<file path="config.mk">
export PLATFORM = sky130hd
export DESIGN_NAME = token_scanner
export DESIGN_NICKNAME = d
export VERILOG_FILES = /design/src/rtl/core/tks_pkg.sv /design/src/rtl/core/token_scanner.sv /design/src/rtl/core/tks_front.sv /design/src/rtl/core/tks_queue.sv /design/src/rtl/core/tks_back.sv
export SDC_FILE = /design/constraint.sdc
export NUM_CORES = 1
export LEC_CHECK = 0
export ABC_CLOCK_PERIOD_IN_PS = 7400
export CAP_MARGIN = 5
export CELL_PAD_IN_SITES_DETAIL_PLACEMENT = 0
export CELL_PAD_IN_SITES_GLOBAL_PLACEMENT = 2
export CORE_ASPECT_RATIO = 0.6
export CORE_MARGIN = 2
export CORE_UTILIZATION = 30
export DETAILED_ROUTE_END_ITERATION = 12
export DONT_BUFFER_PORTS = 1
export PLACE_DENSITY_LB_ADDON = 0.15
export SETUP_SLACK_MARGIN = 0.1
export SYNTH_ARGS = -nofsm -noshare
export SYNTH_HDL_FRONTEND = slang
export SYNTH_SLANG_ARGS = --single-unit
</file>
<file path="constraint.sdc">
create_clock -name i_clk -period 7.4 [get_ports i_clk]
set_input_delay 0 -clock i_clk [delete_from_list [all_inputs] [get_ports i_clk]]
set_output_delay 0 -clock i_clk [all_outputs]
set_load 0.02 [all_outputs]
</file>
<file path="src/rtl/core/tks_pkg.sv">
// Types, constants and helper functions shared by the token scanner modules.
// No dependencies.
package tks_pkg;

    localparam int unsigned MAX_LEXEME_LEN = 255;
    localparam int unsigned MAX_POSITION   = 65535;
    localparam int unsigned QUEUE_DEPTH    = 4;

    localparam logic [7:0]  LEN_LIM = (MAX_LEXEME_LEN < 255) ? 8'(MAX_LEXEME_LEN) : 8'd255;
    localparam logic [15:0] POS_LIM = (MAX_POSITION < 65535) ? 16'(MAX_POSITION) : 16'hFFFF;

    localparam logic [7:0] CH_UNDERSCORE = 8'h5F;
    localparam logic [7:0] CH_COLON      = 8'h3A;
    localparam logic [7:0] CH_EQUAL      = 8'h3D;
    localparam logic [7:0] CH_PLUS       = 8'h2B;
    localparam logic [7:0] CH_STAR       = 8'h2A;
    localparam logic [7:0] CH_LPAREN     = 8'h28;
    localparam logic [7:0] CH_RPAREN     = 8'h29;

    localparam logic [2:0] SYM_ASSIGN = 3'd0;
    localparam logic [2:0] SYM_PLUS   = 3'd1;
    localparam logic [2:0] SYM_STAR   = 3'd2;
    localparam logic [2:0] SYM_LPAREN = 3'd3;
    localparam logic [2:0] SYM_RPAREN = 3'd4;

    localparam logic [4:0] ALL_KEYWORDS = 5'h1F;

    typedef enum logic [2:0] {
        KIND_KEYWORD = 3'd0,
        KIND_IDENT   = 3'd1,
        KIND_NUMBER  = 3'd2,
        KIND_SYMBOL  = 3'd3,
        KIND_END     = 3'd4,
        KIND_ERROR   = 3'd5
    } t_kind;

    typedef enum logic [2:0] {
        MODE_IDLE  = 3'd0,
        MODE_WORD  = 3'd1,
        MODE_NUM   = 3'd2,
        MODE_COLON = 3'd3,
        MODE_DRAIN = 3'd4
    } t_mode;

    typedef struct packed {
        logic [7:0] ch;
        logic       last;
    } t_in_word;

    typedef struct packed {
        t_kind       kind;
        logic [2:0]  keyword_id;
        logic [2:0]  symbol_id;
        logic [15:0] start_offset;
        logic [7:0]  lexeme_length;
        logic        length_saturated;
        logic [7:0]  bad_char;
        logic        run_end;
    } t_out_word;

    typedef struct packed {
        logic [1:0]          count;
        t_out_word [2:0]     slot;
    } t_bundle;

    function automatic logic [39:0] kw_text(logic [2:0] k);
        logic [39:0] t;
        unique case (k)
            3'd0:    t = {"if", 24'd0};
            3'd1:    t = {"then", 8'd0};
            3'd2:    t = {"else", 8'd0};
            3'd3:    t = "while";
            3'd4:    t = {"do", 24'd0};
            default: t = '0;
        endcase
        return t;
    endfunction

    function automatic logic [7:0] kw_len(logic [2:0] k);
        logic [7:0] l;
        unique case (k)
            3'd0:    l = 8'd2;
            3'd1:    l = 8'd4;
            3'd2:    l = 8'd4;
            3'd3:    l = 8'd5;
            3'd4:    l = 8'd2;
            default: l = 8'd0;
        endcase
        return l;
    endfunction

    function automatic logic [4:0] kw_match(logic [4:0] cand, logic [7:0] idx, logic [7:0] c);
        logic [4:0]  keep;
        logic [39:0] txt;
        int          pos;
        keep = '0;
        for (int k = 0; k < 5; k++) begin
            txt = kw_text(3'(k));
            pos = 39 - 8 * int'(idx[2:0]);
            if (cand[k] && (idx < kw_len(3'(k)))) begin
                if (txt[pos -: 8] == c) begin
                    keep[k] = 1'b1;
                end
            end
        end
        return keep;
    endfunction

    function automatic t_out_word make_word(t_kind kind, logic [2:0] kw, logic [2:0] sym,
                                            logic [15:0] start, logic [7:0] len,
                                            logic flag, logic [7:0] bad);
        t_out_word w;
        w.kind             = kind;
        w.keyword_id       = kw;
        w.symbol_id        = sym;
        w.start_offset     = start;
        w.lexeme_length    = len;
        w.length_saturated = flag | (start == POS_LIM) | (len == LEN_LIM);
        w.bad_char         = bad;
        w.run_end          = 1'b0;
        return w;
    endfunction

    function automatic t_out_word close_word(logic is_word, logic [4:0] cand, logic [7:0] len,
                                             logic [15:0] start, logic ovf);
        t_kind      kind;
        logic [2:0] kw;
        kind = is_word ? KIND_IDENT : KIND_NUMBER;
        kw   = 3'd0;
        if (is_word) begin
            for (int k = 0; k < 5; k++) begin
                if (cand[k] && (kw_len(3'(k)) == len)) begin
                    kind = KIND_KEYWORD;
                    kw   = 3'(k);
                end
            end
        end
        return make_word(kind, kw, 3'd0, start, len, ovf, 8'd0);
    endfunction

endpackage

</file>
<file path="src/rtl/core/token_scanner.sv">
// Token scanner top level: character stream in, token descriptor words out.
// Depends on tks_pkg, tks_front, tks_queue and tks_back.
//
// The input channel takes one character word per cycle (i_in_valid with
// o_in_stall); the word carries the byte and a flag for the last character.
// The output channel gives one token word per cycle (o_out_valid with
// i_out_stall): kind, keyword or symbol code, start offset, length, a
// saturation flag, the bad byte of an error and a flag on the final word
// caused by one character.
// A character is decoded in the cycle it is accepted and its zero to three
// token words enter a queue of QUEUE_DEPTH bundles; the back end moves them
// into the output register one a cycle while the receiver does not stall.
// Throughput is one character per cycle; it drops while the receiver stalls or
// while the output port, at one word a cycle, drains characters with several words.
// When the receiver stalls, the output word holds and the queue fills; once
// it is full, o_in_stall rises until the back end frees an entry.
// Reset empties the queue and the output register and returns the scanner
// to the start of a new text; the character after a last word also starts a
// new text at offset zero.
module token_scanner #(
    parameter int unsigned QUEUE_DEPTH = tks_pkg::QUEUE_DEPTH
) (
    input  logic               i_clk,
    input  logic               i_rst_n,
    input  logic               i_in_valid,
    output logic               o_in_stall,
    input  tks_pkg::t_in_word  i_in_word,
    output logic               o_out_valid,
    input  logic               i_out_stall,
    output tks_pkg::t_out_word o_out_word
);

    logic             accept, q_push, q_full, q_pop, q_empty;
    tks_pkg::t_bundle q_in, q_head;

    assign o_in_stall = q_full;
    assign accept     = i_in_valid && !q_full;

    tks_front u_front (
        .i_clk    (i_clk),
        .i_rst_n  (i_rst_n),
        .i_accept (accept),
        .i_word   (i_in_word),
        .o_push   (q_push),
        .o_bundle (q_in)
    );

    tks_queue #(
        .DEPTH (QUEUE_DEPTH)
    ) u_queue (
        .i_clk       (i_clk),
        .i_rst_n     (i_rst_n),
        .i_push      (q_push),
        .i_push_data (q_in),
        .o_full      (q_full),
        .i_pop       (q_pop),
        .o_pop_data  (q_head),
        .o_empty     (q_empty)
    );

    tks_back u_back (
        .i_clk   (i_clk),
        .i_rst_n (i_rst_n),
        .i_empty (q_empty),
        .i_head  (q_head),
        .o_pop   (q_pop),
        .o_valid (o_out_valid),
        .i_stall (i_out_stall),
        .o_word  (o_out_word)
    );

`ifndef SYNTH
    a_pop_not_empty : assert property (@(posedge i_clk) disable iff (!i_rst_n)
        q_pop |-> !q_empty)
        else $error("queue popped while empty");

    a_end_is_last : assert property (@(posedge i_clk) disable iff (!i_rst_n)
        (o_out_valid && (o_out_word.kind == tks_pkg::KIND_END)) |-> o_out_word.run_end)
        else $error("end token not marked as final word");

    a_reset_clears : assert property (@(posedge i_clk)
        $past(!i_rst_n) |-> !o_out_valid)
        else $error("output valid after reset");

    a_no_push_full : assert property (@(posedge i_clk) disable iff (!i_rst_n)
        q_push |-> !q_full)
        else $error("bundle pushed into a full queue");
`endif

endmodule

</file>
<file path="src/rtl/core/tks_front.sv">
// Front end of the token scanner: takes one character per cycle while
// i_accept is high, tracks the token in progress and produces a bundle of up
// to three result words. Depends on tks_pkg.
module tks_front (
    input  logic              i_clk,
    input  logic              i_rst_n,
    input  logic              i_accept,
    input  tks_pkg::t_in_word i_word,
    output logic              o_push,
    output tks_pkg::t_bundle  o_bundle
);

    tks_pkg::t_mode r_mode, n_mode;
    logic [15:0]    r_pos, n_pos;
    logic [15:0]    r_start, n_start;
    logic [7:0]     r_len, n_len;
    logic [4:0]     r_cand, n_cand;
    logic           r_ovf, n_ovf;

    tks_pkg::t_mode m_mode;
    logic [15:0]    m_start;
    logic [7:0]     m_len;
    logic [4:0]     m_cand;
    logic           m_ovf;

    logic [7:0]  c;
    logic        is_alpha, is_digit, is_space, is_word_ch, is_sym;
    logic        in_word, in_num, cont, close_now, fresh;
    logic        colon_ok, colon_err, start_word, start_num, start_colon;
    logic        sym_now, err_now;
    logic [2:0]  sym_code;
    logic [15:0] pos_next;
    logic [7:0]  len_inc;

    always_comb begin
        c          = i_word.ch;
        is_alpha   = ((c >= "a") && (c <= "z")) || ((c >= "A") && (c <= "Z"));
        is_digit   = (c >= "0") && (c <= "9");
        is_space   = (c == " ") || ((c >= 8'd9) && (c <= 8'd13));
        is_word_ch = is_alpha || is_digit || (c == tks_pkg::CH_UNDERSCORE);
        is_sym     = 1'b1;
        sym_code   = tks_pkg::SYM_PLUS;
        unique case (c)
            tks_pkg::CH_PLUS:   sym_code = tks_pkg::SYM_PLUS;
            tks_pkg::CH_STAR:   sym_code = tks_pkg::SYM_STAR;
            tks_pkg::CH_LPAREN: sym_code = tks_pkg::SYM_LPAREN;
            tks_pkg::CH_RPAREN: sym_code = tks_pkg::SYM_RPAREN;
            default:            is_sym   = 1'b0;
        endcase

        in_word     = (r_mode == tks_pkg::MODE_WORD);
        in_num      = (r_mode == tks_pkg::MODE_NUM);
        cont        = (in_word && is_word_ch) || (in_num && is_digit);
        close_now   = (in_word || in_num) && !cont;
        fresh       = (r_mode == tks_pkg::MODE_IDLE) || close_now;
        colon_ok    = (r_mode == tks_pkg::MODE_COLON) && (c == tks_pkg::CH_EQUAL);
        colon_err   = (r_mode == tks_pkg::MODE_COLON) && (c != tks_pkg::CH_EQUAL);
        start_word  = fresh && (is_alpha || (c == tks_pkg::CH_UNDERSCORE));
        start_num   = fresh && is_digit;
        start_colon = fresh && (c == tks_pkg::CH_COLON);
        sym_now     = fresh && is_sym;
        err_now     = fresh && !is_space && !start_word && !start_num && !start_colon
                      && !is_sym;

        pos_next = (r_pos < tks_pkg::POS_LIM) ? r_pos + 16'd1 : r_pos;
        len_inc  = (r_len < tks_pkg::LEN_LIM) ? r_len + 8'd1 : r_len;

        m_mode  = r_mode;
        m_start = r_start;
        m_len   = r_len;
        m_cand  = r_cand;
        m_ovf   = r_ovf;
        if (colon_ok) begin
            m_mode = tks_pkg::MODE_IDLE;
        end else if (colon_err) begin
            m_mode = tks_pkg::MODE_DRAIN;
        end else if (cont) begin
            m_cand = tks_pkg::kw_match(r_cand, r_len, c);
            m_len  = len_inc;
            m_ovf  = r_ovf || (len_inc == tks_pkg::LEN_LIM);
        end else if (fresh) begin
            m_mode = tks_pkg::MODE_IDLE;
            if (start_word || start_num) begin
                m_mode  = start_word ? tks_pkg::MODE_WORD : tks_pkg::MODE_NUM;
                m_start = r_pos;
                m_len   = 8'd1;
                m_ovf   = (r_pos == tks_pkg::POS_LIM) || (tks_pkg::LEN_LIM == 8'd1);
                if (start_word) begin
                    m_cand = tks_pkg::kw_match(tks_pkg::ALL_KEYWORDS, 8'd0, c);
                end
            end else if (start_colon) begin
                m_mode  = tks_pkg::MODE_COLON;
                m_start = r_pos;
            end else if (err_now) begin
                m_mode = tks_pkg::MODE_DRAIN;
            end
        end
    end

    always_comb begin
        n_mode  = r_mode;
        n_pos   = r_pos;
        n_start = r_start;
        n_len   = r_len;
        n_cand  = r_cand;
        n_ovf   = r_ovf;
        if (i_accept) begin
            if (i_word.last) begin
                n_mode  = tks_pkg::MODE_IDLE;
                n_pos   = '0;
                n_start = '0;
                n_len   = '0;
                n_cand  = tks_pkg::ALL_KEYWORDS;
                n_ovf   = 1'b0;
            end else begin
                n_mode  = m_mode;
                n_pos   = pos_next;
                n_start = m_start;
                n_len   = m_len;
                n_cand  = m_cand;
                n_ovf   = m_ovf;
            end
        end
    end

    always_comb begin
        logic [1:0] n;
        n        = 2'd0;
        o_bundle = '0;
        if (close_now) begin
            o_bundle.slot[n] = tks_pkg::close_word(in_word, r_cand, r_len, r_start, r_ovf);
            n = n + 2'd1;
        end
        if (colon_ok) begin
            o_bundle.slot[n] = tks_pkg::make_word(tks_pkg::KIND_SYMBOL, 3'd0,
                tks_pkg::SYM_ASSIGN, r_start, 8'd2, 1'b0, 8'd0);
            n = n + 2'd1;
        end else if (colon_err) begin
            o_bundle.slot[n] = tks_pkg::make_word(tks_pkg::KIND_ERROR, 3'd0, 3'd0,
                r_start, 8'd1, 1'b0, tks_pkg::CH_COLON);
            n = n + 2'd1;
        end else if (sym_now) begin
            o_bundle.slot[n] = tks_pkg::make_word(tks_pkg::KIND_SYMBOL, 3'd0, sym_code,
                r_pos, 8'd1, 1'b0, 8'd0);
            n = n + 2'd1;
        end else if (err_now) begin
            o_bundle.slot[n] = tks_pkg::make_word(tks_pkg::KIND_ERROR, 3'd0, 3'd0,
                r_pos, 8'd1, 1'b0, c);
            n = n + 2'd1;
        end
        if (i_word.last) begin
            if ((m_mode == tks_pkg::MODE_WORD) || (m_mode == tks_pkg::MODE_NUM)) begin
                o_bundle.slot[n] = tks_pkg::close_word(m_mode == tks_pkg::MODE_WORD,
                    m_cand, m_len, m_start, m_ovf);
                n = n + 2'd1;
            end else if (m_mode == tks_pkg::MODE_COLON) begin
                o_bundle.slot[n] = tks_pkg::make_word(tks_pkg::KIND_ERROR, 3'd0, 3'd0,
                    m_start, 8'd1, 1'b0, tks_pkg::CH_COLON);
                n = n + 2'd1;
            end
            o_bundle.slot[n] = tks_pkg::make_word(tks_pkg::KIND_END, 3'd0, 3'd0,
                pos_next, 8'd0, 1'b0, 8'd0);
            n = n + 2'd1;
        end
        o_bundle.count = n;
        o_push         = i_accept && (n != 2'd0);
    end

    always_ff @(posedge i_clk) begin
        if (!i_rst_n) begin
            r_mode  <= tks_pkg::MODE_IDLE;
            r_pos   <= '0;
            r_start <= '0;
            r_len   <= '0;
            r_cand  <= tks_pkg::ALL_KEYWORDS;
            r_ovf   <= 1'b0;
        end else begin
            r_mode  <= n_mode;
            r_pos   <= n_pos;
            r_start <= n_start;
            r_len   <= n_len;
            r_cand  <= n_cand;
            r_ovf   <= n_ovf;
        end
    end

endmodule

</file>
<file path="src/rtl/core/tks_queue.sv">
// Short queue of result bundles between the scanner front and back ends.
// Depends on tks_pkg.
module tks_queue #(
    parameter int unsigned DEPTH = tks_pkg::QUEUE_DEPTH
) (
    input  logic             i_clk,
    input  logic             i_rst_n,
    input  logic             i_push,
    input  tks_pkg::t_bundle i_push_data,
    output logic             o_full,
    input  logic             i_pop,
    output tks_pkg::t_bundle o_pop_data,
    output logic             o_empty
);

    localparam int unsigned PW = (DEPTH > 1) ? $clog2(DEPTH) : 1;
    localparam int unsigned CW = $clog2(DEPTH + 1);
    localparam logic [PW-1:0] LAST_IDX = PW'(DEPTH - 1);
    localparam logic [CW-1:0] FULL_CNT = CW'(DEPTH);

    tks_pkg::t_bundle r_mem [DEPTH];
    logic [PW-1:0]    r_wr, r_rd;
    logic [CW-1:0]    r_cnt;
    logic             do_push, do_pop;

    assign o_full     = (r_cnt == FULL_CNT);
    assign o_empty    = (r_cnt == '0);
    assign o_pop_data = r_mem[r_rd];
    assign do_push    = i_push && !o_full;
    assign do_pop     = i_pop && !o_empty;

    always_ff @(posedge i_clk) begin
        if (do_push) begin
            r_mem[r_wr] <= i_push_data;
        end
    end

    always_ff @(posedge i_clk) begin
        if (!i_rst_n) begin
            r_wr  <= '0;
            r_rd  <= '0;
            r_cnt <= '0;
        end else begin
            if (do_push) begin
                r_wr <= (r_wr == LAST_IDX) ? '0 : r_wr + PW'(1);
            end
            if (do_pop) begin
                r_rd <= (r_rd == LAST_IDX) ? '0 : r_rd + PW'(1);
            end
            if (do_push && !do_pop) begin
                r_cnt <= r_cnt + CW'(1);
            end else if (do_pop && !do_push) begin
                r_cnt <= r_cnt - CW'(1);
            end
        end
    end

endmodule

</file>
<file path="src/rtl/core/tks_back.sv">
// Back end of the token scanner: unpacks queued bundles into single result
// words held in the output register. Depends on tks_pkg.
module tks_back (
    input  logic               i_clk,
    input  logic               i_rst_n,
    input  logic               i_empty,
    input  tks_pkg::t_bundle   i_head,
    output logic               o_pop,
    output logic               o_valid,
    input  logic               i_stall,
    output tks_pkg::t_out_word o_word
);

    logic               r_valid;
    logic [1:0]         r_slot;
    tks_pkg::t_out_word r_word, n_word;
    logic               load, last_slot;

    always_comb begin
        load           = !i_empty && (!r_valid || !i_stall);
        last_slot      = (r_slot == (i_head.count - 2'd1));
        o_pop          = load && last_slot;
        n_word         = i_head.slot[r_slot];
        n_word.run_end = last_slot;
    end

    always_ff @(posedge i_clk) begin
        if (!i_rst_n) begin
            r_valid <= 1'b0;
            r_slot  <= '0;
        end else begin
            if (load) begin
                r_valid <= 1'b1;
                r_slot  <= last_slot ? 2'd0 : r_slot + 2'd1;
            end else if (!i_stall) begin
                r_valid <= 1'b0;
            end
        end
    end

    always_ff @(posedge i_clk) begin
        if (load) begin
            r_word <= n_word;
        end
    end

    assign o_valid = r_valid;
    assign o_word  = r_word;

endmodule
</file>
==> flow_metrics.py <==
metrics = {
    "die": {
        "ios": 58,
        "die_h_um": 236,
        "coreArea_um2": 89300,
        "rows": 85,
        "start_util_pct": 30.1,
        "fp.dieW_um": 391,
        "dieArea_um2": 92200,
    },
    "clock_tree": {
        "cts_tree": "done",
        "cts_resized": 0,
        "clk_latency_ns": 0.66,
        "hold_buffers": 24,
        "cts.clk_slew.worst_paths_ns": 0.07,
        "numCtsBuffers": 59,
        "clock_sinks": 576,
        "cts_buffer_depth": 3,
        "root_buffer": "clkbuf_16",
        "htreeDepth": 2,
        "post_cts_buffers": 0,
    },
    "yosys": {
        "synth_area_leaders": "edfxtp_1 (57%), mux4_2 (9.9%), dfxtp_1 (4.5%), mux2i_1 (2.5%), nor2_1 (1.9%)",
        "synth_warnings": 0,
        "ys_ff_latch": 576,
        "synth_common_cells": "edfxtp_1 (515), nor2_1 (133), mux4_2 (118)",
        "synth_most_common_cell": "edfxtp_1",
        "synthArstFlopShare_pct": 0,
        "ys_seq_area_share_pct": 62.0,
        "synth_edf_count": 515,
        "ys.flop_type": "edfxtp_1",
        "postSynthCellCount": 1936,
        "syn_area_um2": 26900,
        "synth.avg_cell_area_um2": 13.9,
        "yosysTopAreaCell": "edfxtp_1",
        "synth_top_area_share_pct": 57.4,
        "syn_nets": 1966,
        "synth.distinct_cells": 101,
    },
    "drt": {
        "drc": 0,
        "vias": 17400,
        "ant_nets": 0,
        "wire_per_inst_um": 29.3,
        "drt_first_pass_iters": 6,
        "vias_per_cell": 5.51,
        "routed_wirelength_um": 92300,
        "drtIter0Drc": 1931,
    },
    "setup_path": {
        "start_kind": "flip-flop",
        "path_cells": "nor2_1 > a31o_1 > nor2_1 > and3_1 > buf_4 > ha_1 > o21ai_1 > nand2_1 > nand3_1 > inv_1 > nor2_1 > inv_1 > ha_1 > mux2i_1 > nor2_1 > nor2_1 > ha_1 > inv_1 > fa_1 > xor2_1 > or3_1 > a21boi_0",
        "cp_max_fo": 23,
        "critical-path-max-stage-delay_ns": 0.85,
        "crit_path_frequent_cell": "nor2_1",
        "worstPathRequired_ns": 7.97,
        "crit_type": "reg2reg",
        "slowest_stage": "dfxtp_1",
        "cp.arrival_ns": 6.42,
        "worstSetupEndpointType": "flip-flop",
    },
    "power_and_ir_drop": {
        "power_frac_comb_pct": 21.2,
        "cellLeakagePower_nw": 9.82,
        "intPower_mw": 6.52,
        "vdd_drop_max_mv": 0.249,
        "clkPwrFrac_pct": 31.6,
        "p_per_area_nw_per_um2": 309,
        "p_sw_share_pct": 30.7,
        "power.total_mw": 9.41,
        "p_switching_mw": 2.89,
        "seq_power_share_pct": 47.2,
    },
    "sta": {
        "fin_crit_ns": 5.85,
        "timing.final.crit_share_pct": 79.0,
        "tightestPinTransition_ns": 1.28,
        "fmax_mhz": 171,
        "rsz0062_at_grt": "false",
        "skew_ns": 0.0329,
        "slew_headroom_pct": 13.9,
        "setup_viol": 0,
        "hold_violations": 0,
        "final_max_slew_viol_count": 0,
        "finalSetupTns_ns": 0,
    },
    "run": {
        "cap_violations": 0,
    },
    "placed_design": {
        "io_buffer_count": 0,
        "gp_congestion": 0.856,
        "hpwl_um": 61000,
        "dp.cells": 3016,
    },
    "layout": {
        "seq_area_um2": 16700,
        "final_cells": 3150,
        "multi_input_area_um2": 9380,
        "area_growth_pct": 13.1,
        "fillers": 8659,
        "layout-drive-gt1-share_pct": 16.4,
        "antenna_cells": 0,
        "nets": 1957,
    },
    "global_route": {
        "grt_pass1_wl_um": 130000,
        "grt_max_degree": 97,
        "antenna_found_initial": 7,
        "grt_usage_pct": 19.9,
        "overflow": 0,
        "grt_pass1_vias": 16900,
    },
    "min_path": {
        "hold_path.class": "in2reg",
    },
    "status": {
        "outcome": "finished clean",
    },
}
worst paths after layout:
| check | from | to | slack [ns] | depth (start not counted) |
|---|---|---|---|---|
| hold / removal | i_in_word[0] | u_queue.r_mem[1][40]$_DFFE_PP_ | 0.07 | 3 |
| setup / recovery | u_front.r_mode[2]$_SDFFE_PN0P_ | u_queue.r_cnt[2]$_SDFFE_PN0P_ | 1.55 | 22 |
| setup reg to reg | u_front.r_mode[2]$_SDFFE_PN0P_ | u_queue.r_cnt[2]$_SDFFE_PN0P_ | 1.55 | 22 |
| hold reg to reg | u_queue.r_wr[1]$_SDFFE_PN0P_ | u_queue.r_wr[1]$_SDFFE_PN0P_ | 0.51 | 2 |
power groups by stage:
stage	Combinational [mW]	Clock (mW)	Sequential, mW
6_report	1.99	2.98	4.44
5_1_grt	2.17	3.20	4.48
4_1_cts	2.05	3.08	4.45
3_5_place_dp	2.02	0	4.52
3_3_place_gp	2.03	0	4.50
2_1_floorplan	1.38	0	4.42
flip-flops by register name (all words and copies together) (netlist names), 3 cells and up, named ones only:
register         count
u_queue.r_mem      472
u_back.o_word       43
u_front.r_pos       16
u_front.r_start     16
u_front.r_len        8
u_front.r_cand       5
u_front.r_mode       3
u_queue.r_cnt        3
stage by stage:
step                hold slack, ns  worst slack (ns)  util [%]  area [um^2]
finish                      0.0683              1.55      34.1        30400
global route                0.0412              1.17      34.1        30400
CTS                         0.0181              1.63      34.1        30400
detailed placement          0.0905              1.62      31.6        28200
global placement            0.0784              1.65      31.6        28200
floorplan                    0.149             0.719         -        26900
critical path, delay by kind of cell (launching register included):
kind                       cells  cell delay (ns)
and+or+nand+nor                9             2.00
adders and majority gates      4             1.25
DFF                            1             0.85
AOI/OAI and AO/OA              3             0.57
muxes                          1             0.49
buffers and inverters          4             0.42
xor gates and xnor gates       1             0.18
per-layer routing:
metal | vias up | global-route usage [%] | routed length (um)
li1 | 7555 | - | -
met1 | 9147 | 32.1 | 47300
met2 | 560 | 25.6 | 35400
met3 | 101 | 5.93 | 8150
met4 | 0 | 3.86 | 1440
met5 | - | 0 | 0
cells by family (layout without fill, tap and decap cells):
family | count (synthesis) | count (layout) | synth area share (%)
DFF | 576 | 576 | 62.0
xor gates and xnor gates | 26 | 26 | 0.846
AOI/OAI and AO/OA | 400 | 400 | 10.3
adders and majority gates | 18 | 18 | 0.855
muxes | 192 | 192 | 12.7
and+or+nand+nor | 518 | 518 | 10.1
buffers and inverters | 206 | 246 | 3.27
cell type report:
cell class              instances  area share [%]
well taps                    1174            4.83
clock buffers                  66            4.94
inverters                      59           0.728
flip-flops and latches        576            54.9
repair buffers                 77            2.47
clock inverters                44            1.37
multi-input cells            1154            30.8
layout by cell type, fill, tap and decap left out, types with 24 or more instances in the layout:
master	synthesis	final
nand3_1	32	32
nor2b_1	50	50
and2_1	28	24
inv_1	57	55
nor2_1	133	131
edfxtp_1	515	515
mux2i_1	67	67
buf_4	5	46
o22ai_1	46	46
mux4_2	118	118
nand2_1	117	117
a21oi_1	88	88
clkbuf_16	0	59
dfxtp_1	61	58
o21ai_0	48	47
a22oi_1	58	58
No activity file was read; power rests on OpenSTA's default activity.
